[src/hdl/smcs_pkg.sv]
`timescale 1ns / 1ps
// Shared constants, types and command codes of the switch matrix change scanner.
package smcs_pkg;

	localparam int FIFO_DEPTH     = 32;
	localparam int MATRIX_COLUMNS = 8;
	localparam int GROUPS         = 11;
	localparam int AUX_BASE       = 8;

	localparam int PTR_W   = $clog2(FIFO_DEPTH);
	localparam int CNT_W   = $clog2(FIFO_DEPTH + 1);
	localparam int PHASE_W = $clog2(2 * MATRIX_COLUMNS);
	localparam int GRP_W   = $clog2(GROUPS);

	localparam logic [7:0] NO_EVENT     = 8'd127;
	localparam logic [7:0] CLOSE_OFFSET = 8'd127;

	typedef enum logic [1:0] {
		CMD_SCAN = 2'd0,
		CMD_AUX  = 2'd1,
		CMD_POP  = 2'd2,
		CMD_SYNC = 2'd3
	} cmd_t;

	localparam logic [1:0] AUX_DIRECT = 2'd0;
	localparam logic [1:0] AUX_FLIP   = 2'd1;
	localparam logic [1:0] AUX_EXTRA  = 2'd2;

	localparam logic REG_FLIP  = 1'b0;
	localparam logic REG_EXTRA = 1'b1;

	// Commands from the controller to the datapath.
	typedef struct packed {
		logic load_in;
		logic exec;
		logic walk;
		logic load_out;
	} ctrl_cmd_t;

	// Status from the datapath to the controller.
	typedef struct packed {
		logic walk_busy;
	} dp_stat_t;

endpackage

[src/hdl/smcs_ctrl.sv]
`timescale 1ns / 1ps
// Sequencing state machine of the switch matrix change scanner.
module smcs_ctrl (
	input  logic                clk,
	input  logic                arst_n,
	input  logic                in_valid,
	output logic                in_stall,
	output logic                out_valid,
	input  logic                out_stall,
	output smcs_pkg::ctrl_cmd_t cmd,
	input  smcs_pkg::dp_stat_t  stat
);
	import smcs_pkg::*;

	typedef enum logic [1:0] {
		ST_IDLE,
		ST_EXEC,
		ST_WALK,
		ST_FINISH
	} state_t;

	state_t state_q;
	logic   out_valid_q;
	logic   out_free;

	assign out_free  = !out_valid_q || !out_stall;
	assign in_stall  = (state_q != ST_IDLE);
	assign out_valid = out_valid_q;

	always_comb begin
		cmd          = '0;
		cmd.load_in  = (state_q == ST_IDLE) && in_valid;
		cmd.exec     = (state_q == ST_EXEC);
		cmd.walk     = (state_q == ST_WALK);
		cmd.load_out = (state_q == ST_FINISH) && out_free;
	end

	always_ff @(posedge clk or negedge arst_n) begin
		if (!arst_n) begin
			state_q     <= ST_IDLE;
			out_valid_q <= 1'b0;
		end else begin
			if ((state_q == ST_FINISH) && out_free)
				out_valid_q <= 1'b1;
			else if (out_valid_q && !out_stall)
				out_valid_q <= 1'b0;
			unique case (state_q)
				ST_IDLE: begin
					if (in_valid)
						state_q <= ST_EXEC;
				end
				ST_EXEC: begin
					state_q <= ST_WALK;
				end
				ST_WALK: begin
					if (!stat.walk_busy)
						state_q <= ST_FINISH;
				end
				ST_FINISH: begin
					if (out_free)
						state_q <= ST_IDLE;
				end
				default: begin
					state_q <= ST_IDLE;
				end
			endcase
		end
	end

endmodule

[src/hdl/smcs_datapath.sv]
`timescale 1ns / 1ps
// Switch state, change walk, event queue, configuration registers and result register.
module smcs_datapath (
	input  logic                clk,
	input  logic                arst_n,
	input  smcs_pkg::ctrl_cmd_t cmd,
	output smcs_pkg::dp_stat_t  stat,
	input  logic [1:0]          command,
	input  logic [7:0]          pin_levels,
	input  logic [1:0]          aux_group,
	output logic [7:0]          column_drive,
	output logic [7:0]          event_code,
	output logic                event_valid,
	output logic [5:0]          pending_count,
	output logic                overflow,
	input  logic                psel,
	input  logic                penable,
	input  logic                pwrite,
	input  logic [2:0]          paddr,
	input  logic [31:0]         pwdata,
	output logic [31:0]         prdata
);
	import smcs_pkg::*;

	// Latched item.
	logic [1:0]         command_q;
	logic [7:0]         sample_q;
	logic [1:0]         aux_q;

	// Switch state and scan.
	logic [7:0]         cur_q [GROUPS];
	logic [7:0]         rep_q [GROUPS];
	logic [PHASE_W-1:0] phase_q;
	logic [7:0]         column_q;

	// Change walk.
	logic               walk_busy_q;
	logic [GRP_W-1:0]   walk_grp_q;
	logic [GRP_W-1:0]   walk_last_q;

	// Event queue.
	logic [7:0]         fifo_mem [FIFO_DEPTH];
	logic [PTR_W-1:0]   wr_ptr_q;
	logic [PTR_W-1:0]   rd_ptr_q;
	logic [CNT_W-1:0]   count_q;
	logic               overflow_q;
	logic [7:0]         rd_data_q;
	logic               pop_hit_q;

	// Configuration.
	logic               flip_en_q;
	logic               extra_en_q;

	// Result register.
	logic [7:0]         column_out_q;
	logic [7:0]         code_out_q;
	logic               hit_out_q;
	logic [5:0]         count_out_q;
	logic               overflow_out_q;

	logic [GRP_W-1:0]   scan_col;
	logic [GRP_W-1:0]   aux_grp;
	logic               aux_ok;
	logic [7:0]         diff;
	logic [2:0]         low_bit;
	logic [7:0]         walk_code;
	logic               cur_bit;
	logic               fifo_full;
	logic               do_push;
	logic               cfg_write;

	function automatic logic [2:0] lowest_bit(input logic [7:0] v);
		logic [2:0] b;
		b = 3'd0;
		for (int i = 7; i >= 0; i--) begin
			if (v[i])
				b = 3'(i);
		end
		return b;
	endfunction

	always_comb begin
		scan_col = GRP_W'(phase_q >> 1);
		if (scan_col > GRP_W'(MATRIX_COLUMNS - 1))
			scan_col = GRP_W'(MATRIX_COLUMNS - 1);
	end

	assign aux_grp = GRP_W'(AUX_BASE) + GRP_W'(aux_q);
	assign aux_ok  = (aux_q == AUX_DIRECT) ||
	                 ((aux_q == AUX_FLIP) && flip_en_q) ||
	                 ((aux_q == AUX_EXTRA) && extra_en_q);

	assign diff      = cur_q[walk_grp_q] ^ rep_q[walk_grp_q];
	assign low_bit   = lowest_bit(diff);
	assign cur_bit   = cur_q[walk_grp_q][low_bit];
	assign walk_code = 8'({walk_grp_q, low_bit}) + 8'd1 + (cur_bit ? CLOSE_OFFSET : 8'd0);
	assign fifo_full = (count_q == CNT_W'(FIFO_DEPTH));
	assign do_push   = cmd.walk && walk_busy_q && (diff != 8'd0) && !fifo_full;

	assign stat.walk_busy = walk_busy_q;

	assign cfg_write = psel && penable && pwrite;
	assign prdata    = (paddr[2] == REG_EXTRA) ? {31'd0, extra_en_q} : {31'd0, flip_en_q};

	always_ff @(posedge clk or negedge arst_n) begin
		if (!arst_n) begin
			flip_en_q  <= 1'b0;
			extra_en_q <= 1'b0;
		end else if (cfg_write) begin
			if (paddr[2] == REG_EXTRA)
				extra_en_q <= pwdata[0];
			else
				flip_en_q <= pwdata[0];
		end
	end

	always_ff @(posedge clk) begin
		if (cmd.load_in) begin
			command_q <= command;
			sample_q  <= ~pin_levels;
			aux_q     <= aux_group;
		end
	end

	always_ff @(posedge clk or negedge arst_n) begin
		if (!arst_n) begin
			for (int g = 0; g < GROUPS; g++) begin
				cur_q[g] <= 8'd0;
				rep_q[g] <= 8'd0;
			end
			phase_q     <= '0;
			column_q    <= 8'd0;
			walk_busy_q <= 1'b0;
			walk_grp_q  <= '0;
			walk_last_q <= '0;
			wr_ptr_q    <= '0;
			rd_ptr_q    <= '0;
			count_q     <= '0;
			overflow_q  <= 1'b0;
			pop_hit_q   <= 1'b0;
		end else begin
			if (cmd.exec) begin
				pop_hit_q <= (cmd_t'(command_q) == CMD_POP) && (count_q != '0);
				unique case (cmd_t'(command_q))
					CMD_SCAN: begin
						if (!phase_q[0]) begin
							column_q <= 8'd1 << scan_col;
						end else begin
							cur_q[scan_col] <= sample_q;
							column_q        <= 8'd0;
						end
						if (phase_q == PHASE_W'(2 * MATRIX_COLUMNS - 1)) begin
							phase_q     <= '0;
							walk_busy_q <= 1'b1;
							walk_grp_q  <= '0;
							walk_last_q <= GRP_W'(MATRIX_COLUMNS - 1);
						end else begin
							phase_q <= phase_q + 1'b1;
						end
					end
					CMD_AUX: begin
						if (aux_ok) begin
							cur_q[aux_grp] <= sample_q;
							walk_busy_q    <= 1'b1;
							walk_grp_q     <= aux_grp;
							walk_last_q    <= aux_grp;
						end
					end
					CMD_POP: begin
						if (count_q != '0) begin
							rd_ptr_q  <= (rd_ptr_q == PTR_W'(FIFO_DEPTH - 1)) ?
							             '0 : rd_ptr_q + 1'b1;
							count_q   <= count_q - 1'b1;
						end
					end
					CMD_SYNC: begin
						for (int g = 0; g < GROUPS; g++)
							rep_q[g] <= cur_q[g];
					end
					default: begin
					end
				endcase
			end

			// One changed bit, or one settled group, per walk cycle.
			if (cmd.walk && walk_busy_q) begin
				if (diff == 8'd0) begin
					if (walk_grp_q == walk_last_q)
						walk_busy_q <= 1'b0;
					else
						walk_grp_q <= walk_grp_q + 1'b1;
				end else begin
					rep_q[walk_grp_q][low_bit] <= cur_bit;
					if (fifo_full) begin
						overflow_q <= 1'b1;
					end else begin
						wr_ptr_q <= (wr_ptr_q == PTR_W'(FIFO_DEPTH - 1)) ?
						            '0 : wr_ptr_q + 1'b1;
						count_q  <= count_q + 1'b1;
					end
				end
			end
		end
	end

	always_ff @(posedge clk) begin
		if (do_push)
			fifo_mem[wr_ptr_q] <= walk_code;
		if (cmd.exec && (cmd_t'(command_q) == CMD_POP))
			rd_data_q <= fifo_mem[rd_ptr_q];
	end

	always_ff @(posedge clk) begin
		if (cmd.load_out) begin
			column_out_q   <= column_q;
			code_out_q     <= pop_hit_q ? rd_data_q : NO_EVENT;
			hit_out_q      <= pop_hit_q;
			count_out_q    <= 6'(count_q);
			overflow_out_q <= overflow_q;
		end
	end

	assign column_drive  = column_out_q;
	assign event_code    = code_out_q;
	assign event_valid   = hit_out_q;
	assign pending_count = count_out_q;
	assign overflow      = overflow_out_q;

endmodule

[src/hdl/switch_matrix_change_scanner.sv]
`timescale 1ns / 1ps
// Items are taken one at a time; input stays stalled until the last result is registered.
// A scan-ending tick or an enabled auxiliary sample also runs the change walk, which inspects
// each group in turn and handles one changed bit, or one settled group, per cycle.
// Reset: arst_n clears switch state, queue pointers, overflow, scan phase and enables;
// queue contents are not cleared.
module switch_matrix_change_scanner (
	input  logic        clk,
	input  logic        arst_n,
	input  logic        in_valid,
	output logic        in_stall,
	input  logic [1:0]  command,
	input  logic [7:0]  pin_levels,
	input  logic [1:0]  aux_group,
	output logic        out_valid,
	input  logic        out_stall,
	output logic [7:0]  column_drive,
	output logic [7:0]  event_code,
	output logic        event_valid,
	output logic [5:0]  pending_count,
	output logic        overflow,
	input  logic        psel,
	input  logic        penable,
	input  logic        pwrite,
	input  logic [2:0]  paddr,
	input  logic [31:0] pwdata,
	output logic [31:0] prdata,
	output logic        pready
);
	import smcs_pkg::*;

	ctrl_cmd_t cmd;
	dp_stat_t  stat;

	assign pready = 1'b1;

	smcs_ctrl u_ctrl (
		.clk       (clk),
		.arst_n    (arst_n),
		.in_valid  (in_valid),
		.in_stall  (in_stall),
		.out_valid (out_valid),
		.out_stall (out_stall),
		.cmd       (cmd),
		.stat      (stat)
	);

	smcs_datapath u_dp (
		.clk           (clk),
		.arst_n        (arst_n),
		.cmd           (cmd),
		.stat          (stat),
		.command       (command),
		.pin_levels    (pin_levels),
		.aux_group     (aux_group),
		.column_drive  (column_drive),
		.event_code    (event_code),
		.event_valid   (event_valid),
		.pending_count (pending_count),
		.overflow      (overflow),
		.psel          (psel),
		.penable       (penable),
		.pwrite        (pwrite),
		.paddr         (paddr),
		.pwdata        (pwdata),
		.prdata        (prdata)
	);

endmodule

[config.mk]
export PLATFORM = sky130hd
export DESIGN_NAME = switch_matrix_change_scanner
export DESIGN_NICKNAME = d
export VERILOG_FILES = /design/src/hdl/smcs_pkg.sv /design/src/hdl/smcs_ctrl.sv /design/src/hdl/smcs_datapath.sv /design/src/hdl/switch_matrix_change_scanner.sv
export SDC_FILE = /design/constraint.sdc
export NUM_CORES = 1
export LEC_CHECK = 0
export BUFFER_PORTS_ARGS = -buffer_cell sky130_fd_sc_hd__buf_4
export CAP_MARGIN = 20
export CORE_MARGIN = 1
export CORE_UTILIZATION = 60
export CTS_BUF_LIST = sky130_fd_sc_hd__clkbuf_8
export DETAILED_ROUTE_END_ITERATION = 8
export PLACE_DENSITY_LB_ADDON = 0.1
export SLEW_MARGIN = 25
export SYNTH_ARGS = -nofsm -noshare
export SYNTH_HDL_FRONTEND = slang
export SYNTH_SLANG_ARGS = --single-unit
[constraint.sdc]
create_clock -name clk -period 14.1 [get_ports clk]
set_input_delay 2.115 -clock clk [delete_from_list [all_inputs] [get_ports clk]]
set_output_delay 2.115 -clock clk [all_outputs]
set_load 0.01 [all_outputs]
==> summary.md, run 1 <==
| Metric | Value |
|---|---|
| Outcome | complete, no violations |
| Pre-Repair DR Iteration Count | 5 |
| Ys Warns | 0 |
| Total gr overflow | 0 |
| Max_cap viols | 0 |
| Vias in the first global route | 14100 |
| Diode count | 0 |
| Slew Limit Fails | 0 |
| Final #Nets | 1737 |
| Syn Inst Count | 1608 |
| RSZ-0062 raised after global routing | false |
| Initial Utilization | 61.3% |
| Synth Register Bits | 520 |
| CP bufs+invs | 4 |
| Final Cycle Share | 48.0% |
| Sum of negative setup slack | 0 ns |
| # setup viols final | 0 |
| CTS root buf | clkbuf_8 |
| Longest Clk Path Bufs | 3 |
| Placer congestion estimate | 0.832 |
| Top cells by instance count after synthesis | edfxtp_1, dfrtp_1, mux2_2, mux4_2, a21oi_1 |
| Clock Sinks | 520 |
| Startpoint types | register |
| Post-route antenna net violation count | 0 |
| Iter 0 DRT Violations | 1225 |
| Synthesized area | 23900 sq um |
| Worst slew pin tran | 1.08 ns |
| Fin. Hold Viols | 0 |
| Vias per cell | 6.19 |
| EDFF count, synth | 300 |
| Layout overhead on the synthesized area | 9.20% |
| IO buf count | 47 |
| Share of cells above drive strength 1 | 30.7% |
| Synth top area cells | edfxtp_1, dfrtp_1, mux4_2, mux2_2, a31oi_1 |
| Highest clock rate | 148 MHz |
| CP Capture Type | register |
| CP peak stage delay | 0.75 ns |
| CP Data Arrival Time | 7.07 ns |
| Async SR Flop Fraction | 42.3% |
| Clk slew on worst S/H paths | 0.06 ns |
| Worst skew pair latency | 0.65 ns |
| # fillers | 2768 |
| Critical Path RT | 14.40 ns |
| Clock Skew | 0.0218 ns |
| Count leader, synth | edfxtp_1 |
| Core area | 39000 sq um |
| CTS tree | built |
| Primary FF master, synth | edfxtp_1 |
| Resized cells post-CTS | 0 |
| H-Tree Depth | 3 |
| Die ar. | 40600 sq um |
| CP max-delay cell | a21o_1 |
| Max Fanout on Critical Path | 90 |
| DRC | 0 |
| Post-Syn Area per Cell | 14.9 sq um |
| Ports | 113 |
| HPWL after DPL | 31400 um |
| Final wirelength | 52900 um |
| First-pass GRT wire length | 82300 um |
| Largest net degree at the start of global routing | 101 |
| Die width | 202 um |
| Initial antenna violation count | 3 |
| Normalized max-slew margin | 27.9% |
| # hold bufs at CTS | 0 |
| Critical path, cell by cell | buf_4 -> inv_2 -> a22oi_1 -> o211ai_2 -> xnor2_2 -> nand2_1 -> o311ai_4 -> and3b_1 -> a32o_4 -> buf_4 -> ha_1 -> inv_1 -> a21oi_1 -> o21ai_0 -> a21oi_1 -> o21bai_1 -> a21o_1 -> a21o_1 |
| CTS buffer count | 84 |
| DR WL/cell | 23.7 um |
| Crit path max-delay family | compound AO/OA/AOI/OAI gates |
| Min-delay worst type | reg -> reg |
| Final min period | 6.77 ns |
| Routed via count | 13800 |
| Synth top area share | 37.7% |
| Total GRT Usage | 27.1% |
| Crit Path Class | reg -> reg |
| Setup Fix Bufs, Post-CTS | 0 |
| Die Y | 202 um |
| Seq/Total Area, Yosys | 60.7% |
| Synth area leader | edfxtp_1 |
| Post-synth cell types | 63 |
| Rows | 72 |
## layer usage
| metal | GRT usage [%] | vias up | wire length (um) |
|---|---|---|---|
| li1 | - | 6189 | - |
| met1 | 39.0 | 7076 | 23500 |
| met2 | 40.7 | 466 | 24100 |
| met3 | 6.84 | 107 | 3900 |
| met4 | 8.96 | 2 | 1380 |
| met5 | 0 | - | 13 |
## kinds of logic after synthesis
kind of cell	after synthesis	share of synthesized area [%]
adder cells (fa/ha/maj)	28	1.50
AO/OA/AOI/OAI	264	6.93
XOR/XNOR	22	0.806
other	2	0.0314
AND/OR/NAND/NOR	255	5.07
buffers and inverters	187	4.26
flip-flops	520	60.7
multiplexers	330	20.7
## metrics by stage
stage,utilization [%],cells,area (sq um),setup WS [ns],hold slack [ns]
6_report,66.9,2236,26100,7.33,0.446
5_1_grt,66.9,2236,26100,6.79,0.459
4_1_cts,66.9,2236,26100,7.33,0.450
3_5_place_dp,62.8,2087,24500,7.35,0.435
3_3_place_gp,62.8,2087,24500,7.14,0.432
2_1_floorplan,-,1638,24000,8.57,0.423
## final cells by class
type                    instances  area (sq um)  area share, %
clock inverters                55           300           1.15
clock buffers                  94          1290           4.96
multi-input cells             931          8570           32.8
well taps                     518           648           2.48
repair buffers                 87           661           2.53
inverters                      31           116          0.446
flip-flops and latches        520         14500           55.6
## final timing paths
path	slack, ns	depth (start not counted)	start	end
setup / recovery	7.33	18	u_dp.walk_grp_q[0]	u_dp.fifo_mem[8][7]
hold / removal	0.45	0	u_dp.column_q[7]	u_dp.column_drive[7]
setup reg to reg	7.33	18	u_dp.walk_grp_q[0]	u_dp.fifo_mem[8][7]
hold reg to reg	0.45	0	u_dp.column_q[7]	u_dp.column_drive[7]
max in group asynchronous	11.07	2	arst_n	u_dp.rep_q[66]
min in group asynchronous	1.49	1	arst_n	u_dp.pop_hit_q
## cell usage in the layout, fill, tap and decap left out, types with 10 or more instances in the layout
| cell | Yosys | routed |
|---|---|---|
| nand3_1 | 26 | 25 |
| mux2_2 | 195 | 195 |
| mux4_2 | 112 | 112 |
| inv_1 | 30 | 63 |
| mux2i_1 | 23 | 23 |
| nor2b_1 | 11 | 11 |
| dfrtp_1 | 220 | 216 |
| and3_1 | 16 | 16 |
| edfxtp_1 | 300 | 300 |
| o21ai_0 | 17 | 17 |
| nor2_1 | 57 | 57 |
| a22oi_1 | 17 | 17 |
| clkbuf_8 | 0 | 94 |
| nand2_1 | 90 | 90 |
| ha_1 | 27 | 27 |
| a31oi_1 | 78 | 78 |
| o211ai_1 | 16 | 16 |
| a21oi_1 | 96 | 96 |
| xnor2_1 | 14 | 10 |
| buf_4 | 38 | 86 |
| nor3_1 | 14 | 14 |
| nand2b_1 | 17 | 17 |
| conb_1 | 2 | 32 |
## registers in the layout (all words and copies together), names as in the netlist, 2 cells and up
signal              cells
u_dp.fifo_mem         256
u_dp.cur_q             88
u_dp.rep_q             88
u_dp.column_drive       8
u_dp.column_q           8
u_dp.event_code         8
u_dp.rd_data_q          8
u_dp.sample_q           8
u_dp.count_q            6
u_dp.pending_count      6
u_dp.rd_ptr_q           5
u_dp.wr_ptr_q           5
u_dp.phase_q            4
u_dp.walk_grp_q         4
u_dp.walk_last_q        4
u_ctrl.state_q          2
u_dp.aux_q              2
u_dp.command_q          2
Power of run 1 is left out: the tool's default activity adds up to more than one toggle a clock period on the data nets, which glitch-free logic cannot reach.
==> run 2, diff against run 1 <==
Clock period 14.1 ns to 6.8 ns, I/O delays scaled along.
==> run 2 against run 1 <==
Routed wire length down 0.90%. Count of clock-buffer cells in the layout up 2. Via count about the same. Worst hold slack worse by 0.22 ns. Register-to-register slack worse by 6.3 ns. Critical path depth down 1. Largest cell class unchanged. Setup slack worse by 6.3 ns. Maximum frequency up 17%. Design area up 0.23%.
==> summary.md, run 2 (synthesis gave the netlist of run 1 again) <==
| Metric | Value |
|---|---|
| H-Tree Depth | 3 (unchanged) |
| CP max-delay cell | a21o_1 |
| Clk slew on worst S/H paths | 0.07 ns (about the same) |
| First-pass GRT wire length | 81300 um (-1.3%) |
| IO buf count | 47 (unchanged) |
| PnR worst setup slack | 0.993 ns (-6.33 ns) |
| Diode count | 0 (unchanged) |
| CTS tree | built |
| DR WL/cell | 23.4 um (-1.2%) |
| Total gr overflow | 0 (unchanged) |
| Most common cell after layout, fill and taps aside | edfxtp_1 |
| CTS root buf | clkbuf_8 |
| Max FFs per register | 256 (unchanged) |
| Post-route antenna net violation count | 0 (unchanged) |
| Final instance area | 26200 sq um (+0.23%) |
| Vias in the first global route | 13800 (-2.4%) |
| Max Fanout on Critical Path | 32 (-64%) |
| # fillers | 2722 (-1.7%) |
| Largest Register | u_dp.fifo_mem |
| Setup Fix Bufs, Post-CTS | 0 (unchanged) |
| Clock Skew | 0.0302 ns (+0.00834 ns) |
| Pre-Repair DR Iteration Count | 7 (+2) |
| Longest Clk Path Bufs | 3 (unchanged) |
| CP Data Arrival Time | 6.10 ns (-0.97 ns) |
| Rows | 72 (unchanged) |
| Initial antenna violation count | 2 (-1) |
| Final min period | 5.81 ns (-0.968 ns) |
| Ports | 113 (unchanged) |
| Worst slew pin tran | 1.04 ns (-0.0395 ns) |
| Highest clock rate | 172 MHz (+17%) |
| # setup viols final | 0 (unchanged) |
| Sum of negative setup slack | 0 ns (unchanged) |
| Final Cycle Share | 85.4% (+37 points) |
| Crit Path Class | reg -> reg |
| Core area | 39000 sq um (unchanged) |
| Share of cells above drive strength 1 | 31.0% (+0.30 points) |
| Critical path, cell by cell | nor2b_1 -> buf_4 -> a22oi_1 -> o211ai_1 -> xor2_1 -> nor4_4 -> nand2_2 -> a21bo_1 -> a32o_4 -> inv_1 -> ha_1 -> inv_1 -> o21ai_0 -> a21oi_1 -> o21bai_1 -> a21o_1 -> a21o_1 |
| RSZ-0062 raised after global routing | false |
| Outcome | complete, no violations |
| Placer congestion estimate | 0.861 (+3.4%) |
| Fin. Hold Viols | 0 (unchanged) |
| DRC | 0 (unchanged) |
| Die Y | 202 um (unchanged) |
| Final #Nets | 1742 (+0.29%) |
| Critical Path RT | 7.09 ns (-7.31 ns) |
| Initial Utilization | 61.3% (unchanged) |
| Resized cells post-CTS | 0 (unchanged) |
| Iter 0 DRT Violations | 1198 (-2.2%) |
| Total GRT Usage | 26.6% (-0.50 points) |
| Largest net degree at the start of global routing | 124 (+23%) |
| # hold bufs at CTS | 0 (unchanged) |
| Die width | 202 um (unchanged) |
| Min-delay worst type | in -> async |
| Most frequent cells in the layout | edfxtp_1, dfrtp_1, mux2_2 |
| Pre-CTS WS | 1.14 ns (-6.21 ns) |
| Normalized max-slew margin | 30.5% (+2.6 points) |
| Slew Limit Fails | 0 (unchanged) |
| CP peak stage delay | 0.77 ns (+0.02 ns) |
| Worst skew pair latency | 0.65 ns (about the same) |
| Die ar. | 40600 sq um (unchanged) |
| Vias per cell | 6.17 (-0.36%) |
| Max_cap viols | 0 (unchanged) |
| Finished Core Util | 67.1% (+0.15 points) |
| Clock Sinks | 520 (unchanged) |
| Largest registers | u_dp.fifo_mem x256, u_dp.cur_q x88, u_dp.rep_q x88 |
| Layout overhead on the synthesized area | 9.44% |
| Final wirelength | 52400 um (-0.90%) |
| CTS buffer count | 82 (-2.4%) |
| Startpoint types | register |
| Routed via count | 13800 (-0.094%) |
| Post-Place Cell Area | 24600 sq um (+0.21%) |
| CP Capture Type | register |
| HPWL after DPL | 32300 um (+2.7%) |
[run 2: cell count changes in the layout (fill, tap and decap cells not counted), sizes merged]
| cell | previous run | this run |
|---|---|---|
| clkinv | 11 | 14 |
| buf | 87 | 94 |
| bufinv | 2 | 0 |
| clkinvlp | 2 | 1 |
| clkbuf | 94 | 96 |
| inv | 71 | 68 |
[run 2: path summary, 6_finish.rpt]
| check | endpoint | slack, ns | start | cells past startpoint |
|---|---|---|---|---|
| max | u_dp.fifo_mem[19][7] | 0.99 | u_dp.walk_grp_q[1] | 17 |
| min | u_dp.count_q[0] | 0.23 | arst_n | 1 |
| max reg2reg | u_dp.fifo_mem[19][7] | 0.99 | u_dp.walk_grp_q[1] | 17 |
| min reg2reg | u_dp.column_drive[3] | 0.45 | u_dp.column_q[3] | 0 |
| max in group asynchronous | u_dp.walk_grp_q[0] | 5.32 | arst_n | 2 |
| min in group clk | u_dp.column_drive[3] | 0.45 | u_dp.column_q[3] | 0 |
[run 2: stage by stage]
| stage | cells | hold WS [ns] |
|---|---|---|
| final | 2242 | 0.230 |
| after global routing | 2242 | 0.219 |
| after floorplan | 1638 | 0.423 |
| after CTS | 2241 | 0.447 |
| after global placement | 2093 | 0.431 |
| after detailed placement | 2093 | 0.433 |
[run 2: cell type report]
type                       count  area [sq um]  area share [%]
tap                          518           648            2.48
clock inverter                52           251           0.961
multi-input combinational    931          8560            32.7
sequential                   520         14500            55.5
clock buffer                  96          1320            5.05
inverter                      31           116           0.445
timing repair buffer          94           746            2.85
[run 2: critical path, delay by kind of cell, from the launching register on]
kind | cells | cell delay (ns)
buffers and inverters | 3 | 0.49
and+or+nand+nor | 3 | 1.29
DFF | 1 | 0.65
adders and majority gates | 1 | 0.22
xor gates and xnor gates | 1 | 0.20
AOI/OAI and AO/OA | 9 | 2.56
[run 2: routing by layer]
| metal | part of all wire [%] | vias up | track usage [%] | routed length (um) |
|---|---|---|---|---|
| met3 | 6.7 | 76 | 4.29 | 3510 |
| met2 | 47 | 491 | 40.7 | 24500 |
| met5 | 0 | - | 0 | 0 |
| met1 | 45 | 7066 | 39.7 | 23500 |
| li1 | - | 6194 | - | - |
| met4 | 1.7 | 0 | 7.79 | 911 |
Power of run 2 is left out for the same reason.
